`src/hw/rtl/pcsp_pkg.sv`:
```
// Shared types and constants for the printf conversion spec parser.
// Character codes, length codes, run modes and the parser control record.
// No dependencies.
`default_nettype none

package pcsp_pkg;

   localparam int NUMBER_BITS_DEFAULT = 31;

   localparam int CHAR_W   = 8;
   localparam int STAR_W   = 32;
   localparam int FIELD_W  = 31;
   localparam int LENGTH_W = 3;
   localparam int FLAG_W   = 5;

   // flag bit positions
   localparam int FLAG_MINUS = 0;
   localparam int FLAG_PLUS  = 1;
   localparam int FLAG_SPACE = 2;
   localparam int FLAG_HASH  = 3;
   localparam int FLAG_ZERO  = 4;

   // characters of interest
   localparam logic [CHAR_W-1:0] CHR_PERCENT = 8'h25;
   localparam logic [CHAR_W-1:0] CHR_MINUS   = 8'h2D;
   localparam logic [CHAR_W-1:0] CHR_PLUS    = 8'h2B;
   localparam logic [CHAR_W-1:0] CHR_SPACE   = 8'h20;
   localparam logic [CHAR_W-1:0] CHR_HASH    = 8'h23;
   localparam logic [CHAR_W-1:0] CHR_DOT     = 8'h2E;
   localparam logic [CHAR_W-1:0] CHR_STAR    = 8'h2A;
   localparam logic [CHAR_W-1:0] CHR_LOWER_H = 8'h68;
   localparam logic [CHAR_W-1:0] CHR_LOWER_L = 8'h6C;
   localparam logic [CHAR_W-1:0] CHR_UPPER_L = 8'h4C;
   localparam logic [CHAR_W-1:0] CHR_ZERO    = 8'h30;
   localparam logic [CHAR_W-1:0] CHR_NINE    = 8'h39;

   // length modifier codes
   localparam logic [LENGTH_W-1:0] LEN_NONE    = 3'd0;
   localparam logic [LENGTH_W-1:0] LEN_H       = 3'd1;
   localparam logic [LENGTH_W-1:0] LEN_HH      = 3'd2;
   localparam logic [LENGTH_W-1:0] LEN_L       = 3'd3;
   localparam logic [LENGTH_W-1:0] LEN_LL      = 3'd4;
   localparam logic [LENGTH_W-1:0] LEN_UPPER_L = 3'd5;

   typedef enum logic [3:0] {
      RUN_NONE  = 4'b0001,
      RUN_WZERO = 4'b0010,
      RUN_WIDTH = 4'b0100,
      RUN_PREC  = 4'b1000
   } pcsp_run_type;

   typedef struct packed {
      logic [FLAG_W-1:0]   flags;
      logic                prec_seen;
      logic [LENGTH_W-1:0] length;
      logic [CHAR_W-1:0]   prev_char;
      pcsp_run_type        run;
      logic                overflow;
   } pcsp_ctrl_type;

   localparam pcsp_ctrl_type CTRL_RESET = '{
      flags:     '0,
      prec_seen: 1'b0,
      length:    LEN_NONE,
      prev_char: CHR_PERCENT,
      run:       RUN_NONE,
      overflow:  1'b0
   };

endpackage

`default_nettype wire

```
`src/hw/rtl/pcsp_update.sv`:
```
// Next-state logic of the parser: applies one character to the parser state.
// Depends on pcsp_pkg.
`default_nettype none

module pcsp_update #(
   parameter int NUMBER_BITS = pcsp_pkg::NUMBER_BITS_DEFAULT
) (
   input  pcsp_pkg::pcsp_ctrl_type         ctrl_cur,
   input  logic [NUMBER_BITS-1:0]          width_cur,
   input  logic [NUMBER_BITS-1:0]          prec_cur,
   input  logic [pcsp_pkg::CHAR_W-1:0]     ch,
   input  logic [pcsp_pkg::STAR_W-1:0]     star_value,
   output pcsp_pkg::pcsp_ctrl_type         ctrl_nxt,
   output logic [NUMBER_BITS-1:0]          width_nxt,
   output logic [NUMBER_BITS-1:0]          prec_nxt
);
   import pcsp_pkg::*;

   localparam int MAC_W = NUMBER_BITS + 4;
   localparam logic [NUMBER_BITS-1:0] NUM_MAX = {NUMBER_BITS{1'b1}};

   logic                   is_digit;
   logic [CHAR_W-1:0]      digit_byte;
   logic [3:0]             digit;
   logic [NUMBER_BITS-1:0] digit_n;
   logic [MAC_W-1:0]       width_mac;
   logic [MAC_W-1:0]       prec_mac;
   logic                   width_mac_sat;
   logic                   prec_mac_sat;
   logic                   star_neg;
   logic [STAR_W-1:0]      star_mag;
   logic                   star_sat;
   logic [NUMBER_BITS-1:0] star_num;
   logic                   after_dot;

   assign is_digit   = (ch >= CHR_ZERO) && (ch <= CHR_NINE);
   assign digit_byte = ch - CHR_ZERO;
   assign digit      = digit_byte[3:0];
   assign digit_n    = NUMBER_BITS'(digit);
   assign after_dot  = (ctrl_cur.prev_char == CHR_DOT);

   // times ten plus digit, saturate when the top nibble is nonzero
   assign width_mac = (MAC_W'(width_cur) << 3) + (MAC_W'(width_cur) << 1) + MAC_W'(digit);
   assign prec_mac  = (MAC_W'(prec_cur) << 3) + (MAC_W'(prec_cur) << 1) + MAC_W'(digit);
   assign width_mac_sat = |width_mac[MAC_W-1:NUMBER_BITS];
   assign prec_mac_sat  = |prec_mac[MAC_W-1:NUMBER_BITS];

   // magnitude of the star argument; the most negative value wraps to 2^31
   assign star_neg = star_value[STAR_W-1];
   assign star_mag = star_neg ? (~star_value + STAR_W'(1)) : star_value;
   assign star_sat = |star_mag[STAR_W-1:NUMBER_BITS];
   assign star_num = star_sat ? NUM_MAX : star_mag[NUMBER_BITS-1:0];

   always_comb begin
      ctrl_nxt           = ctrl_cur;
      width_nxt          = width_cur;
      prec_nxt           = prec_cur;
      ctrl_nxt.prev_char = ch;
      if (is_digit) begin
         unique case (ctrl_cur.run)
            RUN_PREC: begin
               prec_nxt = prec_mac_sat ? NUM_MAX : prec_mac[NUMBER_BITS-1:0];
               if (prec_mac_sat) begin
                  ctrl_nxt.overflow = 1'b1;
               end
            end
            RUN_WIDTH: begin
               width_nxt = width_mac_sat ? NUM_MAX : width_mac[NUMBER_BITS-1:0];
               if (width_mac_sat) begin
                  ctrl_nxt.overflow = 1'b1;
               end
            end
            RUN_NONE: begin
               if (after_dot) begin
                  ctrl_nxt.run       = RUN_PREC;
                  ctrl_nxt.prec_seen = 1'b1;
                  prec_nxt           = digit_n;
               end else if (digit == 4'd0) begin
                  ctrl_nxt.run             = RUN_WZERO;
                  ctrl_nxt.flags[FLAG_ZERO] = 1'b1;
               end else begin
                  ctrl_nxt.run = RUN_WIDTH;
                  width_nxt    = digit_n;
               end
            end
            RUN_WZERO: begin
               if (digit != 4'd0) begin
                  ctrl_nxt.run = RUN_WIDTH;
                  width_nxt    = digit_n;
               end
            end
            default: begin
               ctrl_nxt.run = RUN_NONE;
            end
         endcase
      end else begin
         ctrl_nxt.run = RUN_NONE;
         unique case (ch)
            CHR_MINUS: ctrl_nxt.flags[FLAG_MINUS] = 1'b1;
            CHR_PLUS:  ctrl_nxt.flags[FLAG_PLUS]  = 1'b1;
            CHR_SPACE: ctrl_nxt.flags[FLAG_SPACE] = 1'b1;
            CHR_HASH:  ctrl_nxt.flags[FLAG_HASH]  = 1'b1;
            CHR_DOT: begin
               prec_nxt           = '0;
               ctrl_nxt.prec_seen = 1'b1;
            end
            CHR_STAR: begin
               if (after_dot) begin
                  ctrl_nxt.prec_seen = !star_neg;
                  prec_nxt           = star_neg ? '0 : star_num;
                  if (!star_neg && star_sat) begin
                     ctrl_nxt.overflow = 1'b1;
                  end
               end else begin
                  width_nxt = star_num;
                  if (star_neg) begin
                     ctrl_nxt.flags[FLAG_MINUS] = 1'b1;
                  end
                  if (star_sat) begin
                     ctrl_nxt.overflow = 1'b1;
                  end
               end
            end
            CHR_LOWER_H: ctrl_nxt.length =
               (ctrl_cur.prev_char == CHR_LOWER_H) ? LEN_HH : LEN_H;
            CHR_LOWER_L: ctrl_nxt.length =
               (ctrl_cur.prev_char == CHR_LOWER_L) ? LEN_LL : LEN_L;
            CHR_UPPER_L: ctrl_nxt.length = LEN_UPPER_L;
            default: begin
               ctrl_nxt.run = RUN_NONE;
            end
         endcase
      end
   end

endmodule

`default_nettype wire

```
`src/hw/rtl/pcsp_rsp_reg.sv`:
```
// Result register of the parser: holds one finished spec until it is taken.
// Depends on pcsp_pkg.
`default_nettype none

module pcsp_rsp_reg #(
   parameter int NUMBER_BITS = pcsp_pkg::NUMBER_BITS_DEFAULT
) (
   input  logic                              clock,
   input  logic                              reset,
   input  logic                              load,
   input  pcsp_pkg::pcsp_ctrl_type           ctrl,
   input  logic [NUMBER_BITS-1:0]            width_num,
   input  logic [NUMBER_BITS-1:0]            prec_num,
   output logic                              free,
   output logic                              rsp_valid,
   input  logic                              rsp_stall,
   output logic                              rsp_flag_minus,
   output logic                              rsp_flag_plus,
   output logic                              rsp_flag_space,
   output logic                              rsp_flag_hash,
   output logic                              rsp_flag_zero,
   output logic [pcsp_pkg::FIELD_W-1:0]      rsp_field_width,
   output logic [pcsp_pkg::FIELD_W-1:0]      rsp_precision_value,
   output logic                              rsp_precision_given,
   output logic [pcsp_pkg::LENGTH_W-1:0]     rsp_length_code,
   output logic [pcsp_pkg::CHAR_W-1:0]       rsp_specifier,
   output logic                              rsp_overflow
);
   import pcsp_pkg::*;

   logic                rsp_valid_ff, rsp_valid_in;
   logic [FLAG_W-1:0]   flags_ff;
   logic [FIELD_W-1:0]  width_ff;
   logic [FIELD_W-1:0]  prec_ff;
   logic                given_ff;
   logic [LENGTH_W-1:0] length_ff;
   logic [CHAR_W-1:0]   spec_ff;
   logic                overflow_ff;

   assign free = !rsp_valid_ff || !rsp_stall;

   always_comb begin
      rsp_valid_in = rsp_valid_ff && rsp_stall;
      if (load) begin
         rsp_valid_in = 1'b1;
      end
   end

   always_ff @(posedge clock) begin
      if (reset) begin
         rsp_valid_ff <= 1'b0;
      end else begin
         rsp_valid_ff <= rsp_valid_in;
      end
   end

   always_ff @(posedge clock) begin
      if (load) begin
         flags_ff    <= ctrl.flags;
         width_ff    <= FIELD_W'(width_num);
         prec_ff     <= ctrl.prec_seen ? FIELD_W'(prec_num) : '0;
         given_ff    <= ctrl.prec_seen;
         length_ff   <= ctrl.length;
         spec_ff     <= ctrl.prev_char;
         overflow_ff <= ctrl.overflow;
      end
   end

   assign rsp_valid           = rsp_valid_ff;
   assign rsp_flag_minus      = flags_ff[FLAG_MINUS];
   assign rsp_flag_plus       = flags_ff[FLAG_PLUS];
   assign rsp_flag_space      = flags_ff[FLAG_SPACE];
   assign rsp_flag_hash       = flags_ff[FLAG_HASH];
   assign rsp_flag_zero       = flags_ff[FLAG_ZERO];
   assign rsp_field_width     = width_ff;
   assign rsp_precision_value = prec_ff;
   assign rsp_precision_given = given_ff;
   assign rsp_length_code     = length_ff;
   assign rsp_specifier       = spec_ff;
   assign rsp_overflow        = overflow_ff;

endmodule

`default_nettype wire

```
`src/hw/rtl/printf_conversion_spec_parser.sv`:
```
// printf conversion spec parser, top level.
// A request passes the input register, then the result register; the pcsp_update state update is combinational.
// Throughput: one character per cycle unless a last character waits on a full result register.
// Reset (synchronous, active high) empties both registers and returns the parser state
// to the start of a spec; the parser state also returns there after every last character.
// Depends on pcsp_pkg, pcsp_update and pcsp_rsp_reg.
`default_nettype none

module printf_conversion_spec_parser #(
   parameter int NUMBER_BITS = pcsp_pkg::NUMBER_BITS_DEFAULT
) (
   input  logic                              clock,
   input  logic                              reset,
   // request channel: one character per request
   input  logic                              req_valid,
   output logic                              req_stall,
   input  logic [pcsp_pkg::CHAR_W-1:0]       req_ch,
   input  logic signed [pcsp_pkg::STAR_W-1:0] req_star_value,
   input  logic                              req_last,
   // result channel: one result per finished spec
   output logic                              rsp_valid,
   input  logic                              rsp_stall,
   output logic                              rsp_flag_minus,
   output logic                              rsp_flag_plus,
   output logic                              rsp_flag_space,
   output logic                              rsp_flag_hash,
   output logic                              rsp_flag_zero,
   output logic [pcsp_pkg::FIELD_W-1:0]      rsp_field_width,
   output logic [pcsp_pkg::FIELD_W-1:0]      rsp_precision_value,
   output logic                              rsp_precision_given,
   output logic [pcsp_pkg::LENGTH_W-1:0]     rsp_length_code,
   output logic [pcsp_pkg::CHAR_W-1:0]       rsp_specifier,
   output logic                              rsp_overflow
);
   import pcsp_pkg::*;

   // input register
   logic              in_valid_ff, in_valid_in;
   logic [CHAR_W-1:0] in_ch_ff;
   logic [STAR_W-1:0] in_star_ff;
   logic              in_last_ff;

   // parser state
   pcsp_ctrl_type          ctrl_ff, ctrl_in;
   logic [NUMBER_BITS-1:0] width_ff, width_in;
   logic [NUMBER_BITS-1:0] prec_ff, prec_in;

   // next state from the character in the input register
   pcsp_ctrl_type          ctrl_nxt;
   logic [NUMBER_BITS-1:0] width_nxt;
   logic [NUMBER_BITS-1:0] prec_nxt;

   logic rsp_free;
   logic advance;
   logic req_take;
   logic rsp_load;

   // Advance the held character when it produces no result, or when the
   // result register is empty or being emptied in this cycle.
   assign advance   = in_valid_ff && (!in_last_ff || rsp_free);
   assign req_stall = in_valid_ff && !advance;
   assign req_take  = req_valid && !req_stall;
   assign rsp_load  = advance && in_last_ff;

   always_comb begin
      in_valid_in = in_valid_ff && !advance;
      if (req_take) begin
         in_valid_in = 1'b1;
      end
   end

   always_ff @(posedge clock) begin
      if (reset) begin
         in_valid_ff <= 1'b0;
      end else begin
         in_valid_ff <= in_valid_in;
      end
   end

   // hold the request payload while it waits
   always_ff @(posedge clock) begin
      if (req_take) begin
         in_ch_ff   <= req_ch;
         in_star_ff <= req_star_value;
         in_last_ff <= req_last;
      end
   end

   pcsp_update #(
      .NUMBER_BITS(NUMBER_BITS)
   ) u_update (
      .ctrl_cur  (ctrl_ff),
      .width_cur (width_ff),
      .prec_cur  (prec_ff),
      .ch        (in_ch_ff),
      .star_value(in_star_ff),
      .ctrl_nxt  (ctrl_nxt),
      .width_nxt (width_nxt),
      .prec_nxt  (prec_nxt)
   );

   // Commit the update on advance; drop back to the start of a spec after
   // the last character, whose updated state goes to the result register.
   always_comb begin
      ctrl_in  = ctrl_ff;
      width_in = width_ff;
      prec_in  = prec_ff;
      if (advance) begin
         if (in_last_ff) begin
            ctrl_in  = CTRL_RESET;
            width_in = '0;
            prec_in  = '0;
         end else begin
            ctrl_in  = ctrl_nxt;
            width_in = width_nxt;
            prec_in  = prec_nxt;
         end
      end
   end

   always_ff @(posedge clock) begin
      if (reset) begin
         ctrl_ff  <= CTRL_RESET;
         width_ff <= '0;
         prec_ff  <= '0;
      end else begin
         ctrl_ff  <= ctrl_in;
         width_ff <= width_in;
         prec_ff  <= prec_in;
      end
   end

   pcsp_rsp_reg #(
      .NUMBER_BITS(NUMBER_BITS)
   ) u_rsp_reg (
      .clock              (clock),
      .reset              (reset),
      .load               (rsp_load),
      .ctrl               (ctrl_nxt),
      .width_num          (width_nxt),
      .prec_num           (prec_nxt),
      .free               (rsp_free),
      .rsp_valid          (rsp_valid),
      .rsp_stall          (rsp_stall),
      .rsp_flag_minus     (rsp_flag_minus),
      .rsp_flag_plus      (rsp_flag_plus),
      .rsp_flag_space     (rsp_flag_space),
      .rsp_flag_hash      (rsp_flag_hash),
      .rsp_flag_zero      (rsp_flag_zero),
      .rsp_field_width    (rsp_field_width),
      .rsp_precision_value(rsp_precision_value),
      .rsp_precision_given(rsp_precision_given),
      .rsp_length_code    (rsp_length_code),
      .rsp_specifier      (rsp_specifier),
      .rsp_overflow       (rsp_overflow)
   );

endmodule

`default_nettype wire
```
`config.mk`:
```
export PLATFORM = sky130hd
export DESIGN_NAME = printf_conversion_spec_parser
export DESIGN_NICKNAME = d
export VERILOG_FILES = /design/src/hw/rtl/pcsp_pkg.sv /design/src/hw/rtl/pcsp_update.sv /design/src/hw/rtl/pcsp_rsp_reg.sv /design/src/hw/rtl/printf_conversion_spec_parser.sv
export SDC_FILE = /design/constraint.sdc
export NUM_CORES = 1
export LEC_CHECK = 0
export BUFFER_PORTS_ARGS = -buffer_cell sky130_fd_sc_hd__buf_4
export CELL_PAD_IN_SITES_DETAIL_PLACEMENT = 1
export CELL_PAD_IN_SITES_GLOBAL_PLACEMENT = 2
export CORE_MARGIN = 4
export CORE_UTILIZATION = 38
export CTS_BUF_LIST = sky130_fd_sc_hd__clkbuf_8 sky130_fd_sc_hd__clkbuf_16
export CTS_CLUSTER_SIZE = 10
export DETAILED_ROUTE_END_ITERATION = 8
export PLACE_DENSITY_LB_ADDON = 0.1
export SETUP_SLACK_MARGIN = 0.05
export SLEW_MARGIN = 20
export SYNTH_ARGS = -nofsm -noshare
export SYNTH_HDL_FRONTEND = slang
export SYNTH_SLANG_ARGS = --single-unit
```
`constraint.sdc`:
```
create_clock -name clock -period 5.1 [get_ports clock]
set_input_delay 1.02 -clock clock [delete_from_list [all_inputs] [get_ports clock]]
set_output_delay 1.02 -clock clock [all_outputs]
set_load 0.02 [all_outputs]
```
==> results.toml <==
[outcome]
status = "complete, no violations"

[sta]
fin_crit_sh_pct = 88.21
setup_violations = 0
fmax_ghz = 0.2223
worst_pin_slew_ps = 873.9
hold-worst-slack_ps = 453.0
rsz0062_at_grt = "no"
max_slew_margin_pct = 40.98
clock_skew_ps = 27.06
slew_violations = 0
hold_viol = 0
setup_tns_ps = 0
min_period_ps = 4499

[place]
placed_cells = 2196
place_congestion = 0.8677
io_buffers = 126
place_hpwl_microns = 41240

[route]
drcViolationCount = 0
vias = 13620
wl_per_cell_microns = 24.16
drtIter0Drc = 832
finalWirelength_microns = 54170
viasPerCell = 6.075
ant_nets = 0
first_pass_iters = 5

[synthesis]
synth-async-reset-ratio_pct = 0
synth.distinct_cells = 78
syn-mean-instance-area_sq_um = 8.966
syn-cell-area_sq_um = 14410
yosysSeqAreaShare_pct = 37.17
synth_edf_count = 121
synth_nets = 1779
synth.yosys.warnings = 0
synth-main-ff-cell = "edfxtp_1"
synth_cells = 1607
synth.ff_latch_count = 207

[min_path]
hp-class = "reg2reg"
hold_end = "ctrl_ff[9]"
holdCritStartpoint = "ctrl_ff[9]"
hold_depth = 2

[setup_path]
crit_path_start_kind = "flip-flop"
crit_required_ps = 5390
r2r_start = "in_ch_ff[3]"
slowest_delay_ps = 520
worstSetupPathType = "reg2reg"
crit_path_cell_trace = "fa_1 > fa_1 > a21oi_1 > o211ai_1 > a211oi_1 > a21oi_1 > o211ai_1 > a2bb2oi_1 > nand4_1 > buf_4 > a211o_1 > and3_1"
crit_path_max_fanout = 13
r2r_end = "u_rsp_reg.rsp_precision_value[21]"
r2r_slack_ps = 600
slowest_stage = "fa_1"
r2r_cells = 12
end_kind = "flip-flop"
worstPathArrival_ps = 4790

[global_routing]
grt_overflow = 0
globalRouteTotalUtil_pct = 25.54
grt_pass1_vias = 13840
grt_max_degree = 39
grt_pass1_wl_microns = 83160
antenna_found_initial = 0

[run]
cap_violations = 0

[floorplan]
die_w_microns = 202.7
pin_count = 127
start_util_pct = 38.43
fp.coreArea_sq_um = 37490
die-area_sq_um = 41090
row_count = 71
die_h_microns = 202.7

[clock_network]
post_cts_buffers = 0
cts_tree = "built"
cts_root_buffer = "clkbuf_16"
clkTransAtPathRegs_ps = 60
cts_sinks = 207
clock_latency_ps = 540
clockBufferDepth = 3
htreeDepth = 1
hold_buffers = 0
cts_made_buffers = 25
cts_resized = 0

[finish]
fill_cells = 4369
syn_to_final_growth_pct = 16.03
instances_no_fill = 2242
fin_nets = 1885
fin_util_pct = 44.59
drive_gt1_share_pct = 12.48
antenna_cells = 0

[power]
ir_worst_vdd_uv = 312.9
fin_total_pwr_uw = 3737
p_leak_uw = 0.007150
power_density_nw_per_um2 = 223.6
## registers in the layout (all words and copies together) (netlist names)
register / count
in_ch_ff: 8
ctrl_ff: 22
u_rsp_reg.rsp_precision_value: 31
in_last_ff: 1
width_ff: 31
u_rsp_reg.rsp_valid: 1
u_rsp_reg.rsp_precision_given: 1
in_valid_ff: 1
u_rsp_reg.rsp_length_code: 3
prec_ff: 31
u_rsp_reg.rsp_overflow: 1
in_star_ff: 32
u_rsp_reg.rsp_specifier: 8
u_rsp_reg.rsp_field_width: 31
u_rsp_reg.flags_ff: 5
## layer usage
| layer | global-route usage, % | share of wire [%] | wire length [microns] |
|---|---|---|---|
| met3 | 3.977 | 4.8 | 2610 |
| met2 | 41.38 | 46 | 24980 |
| met4 | 7.687 | 3.3 | 1762 |
| met5 | 0 | 0 | 0 |
| met1 | 35.40 | 46 | 24830 |
## cell type report
class / count / area (sq um) / area share, %
multi-input cells: 1273 / 8579 / 51.32
repair buffers: 164 / 1239 / 7.410
clock inverters: 16 / 66.31 / 0.3967
inverters: 42 / 157.7 / 0.9430
clock buffers: 29 / 680.7 / 4.072
well taps: 511 / 639.4 / 3.825
flip-flops and latches: 207 / 5355 / 32.03
## cells in the mapped netlist, types with 8 or more instances
| cell type | instances | area share (%) |
|---|---|---|
| nor2_1 | 100 | 2.6 |
| ha_1 | 123 | 11 |
| edfxtp_1 | 121 | 25 |
| o21ai_0 | 107 | 3.7 |
| o211ai_1 | 37 | 1.9 |
| buf_2 | 9 | 0.31 |
| nor2b_1 | 9 | 0.39 |
| xnor2_1 | 46 | 2.8 |
| a21oi_1 | 166 | 5.8 |
| inv_1 | 42 | 1.1 |
| o31ai_1 | 14 | 0.73 |
| a31oi_1 | 26 | 1.1 |
| a22oi_1 | 13 | 0.68 |
| nand2b_1 | 8 | 0.35 |
| a221o_1 | 9 | 0.63 |
| a211o_1 | 9 | 0.55 |
| nand2_1 | 165 | 4.3 |
| nor3_1 | 24 | 0.83 |
| clkbuf_1 | 71 | 1.8 |
| xor2_1 | 35 | 2.1 |
| o221ai_1 | 15 | 0.91 |
| or3_1 | 12 | 0.52 |
| a22o_1 | 17 | 1.0 |
| a221oi_1 | 18 | 1.1 |
| dfxtp_1 | 86 | 12 |
| o21ai_1 | 10 | 0.35 |
| and2_1 | 17 | 0.74 |
| o21bai_1 | 20 | 1.0 |
| o21a_1 | 14 | 0.73 |
| and3_1 | 16 | 0.69 |
| nand3_1 | 33 | 1.1 |
| a211oi_1 | 16 | 0.83 |
| nand4_1 | 28 | 1.2 |
| a21o_1 | 43 | 2.2 |
## critical path: cells and delay by family (launching register included)
family,cells,cell delay (ps)
flip-flops,1,500
AO/OA/AOI/OAI,7,1930
adder cells (fa/ha/maj),2,1000
AND/OR/NAND/NOR,2,510
buffers and inverters,1,310
## placed cells by master (no fill, tap or decap), types with 8 or more instances in the layout
cell	count
o21ai_0	107
a221o_1	9
nand2_1	165
or3_1	12
dfxtp_1	86
ha_1	123
o21bai_1	20
xnor2_1	46
o211ai_1	37
clkbuf_16	25
and2_1	17
nor2b_1	8
o21a_1	14
nor2_1	97
o31ai_1	14
a21oi_1	166
a221oi_1	18
and3_1	15
buf_4	163
a31oi_1	26
a22oi_1	13
nor3_1	23
xor2_1	35
a211o_1	9
a211oi_1	16
a21o_1	43
o221ai_1	15
nand2b_1	8
nand3_1	33
o21ai_1	10
nand4_1	28
inv_1	56
a22o_1	17
edfxtp_1	121
## cells by family after synthesis
| logic type | synth area share (%) |
|---|---|
| XOR/XNOR | 4.924 |
| buffers and inverters | 3.491 |
| flip-flops | 37.17 |
| adder cells (fa/ha/maj) | 11.24 |
| AO/OA/AOI/OAI | 27.76 |
| multiplexers | 0.3474 |
| AND/OR/NAND/NOR | 15.08 |
## stage by stage
stage	setup slack (ps)	area [sq um]
4_1_cts	590.3	16700
3_3_place_gp	801.4	15960
3_5_place_dp	647.9	15960
6_report	601.3	16720
2_1_floorplan	1158	14410
5_1_grt	245.4	16720
## how the worst max path moves through the flow
stage	startpoint	end
finish	in_ch_ff[3]	u_rsp_reg.rsp_precision_value[21]
detailed placement	in_ch_ff[3]	u_rsp_reg.rsp_precision_value[21]
global route	in_ch_ff[3]	u_rsp_reg.rsp_precision_value[21]
global placement	in_ch_ff[3]	u_rsp_reg.rsp_precision_value[13]
CTS	in_ch_ff[3]	u_rsp_reg.rsp_precision_value[21]
floorplan	in_ch_ff[3]	u_rsp_reg.rsp_field_width[3]
## report_power, final
| group | internal, uW | leakage, uW | switching, uW |
|---|---|---|---|
| Clock | 940 | 0.000420 | 711 |
| Sequential | 1800 | 0.00188 | 47.1 |
| Combinational | 85.3 | 0.00485 | 150 |
Note: power is estimated with default switching activity, not from simulation.
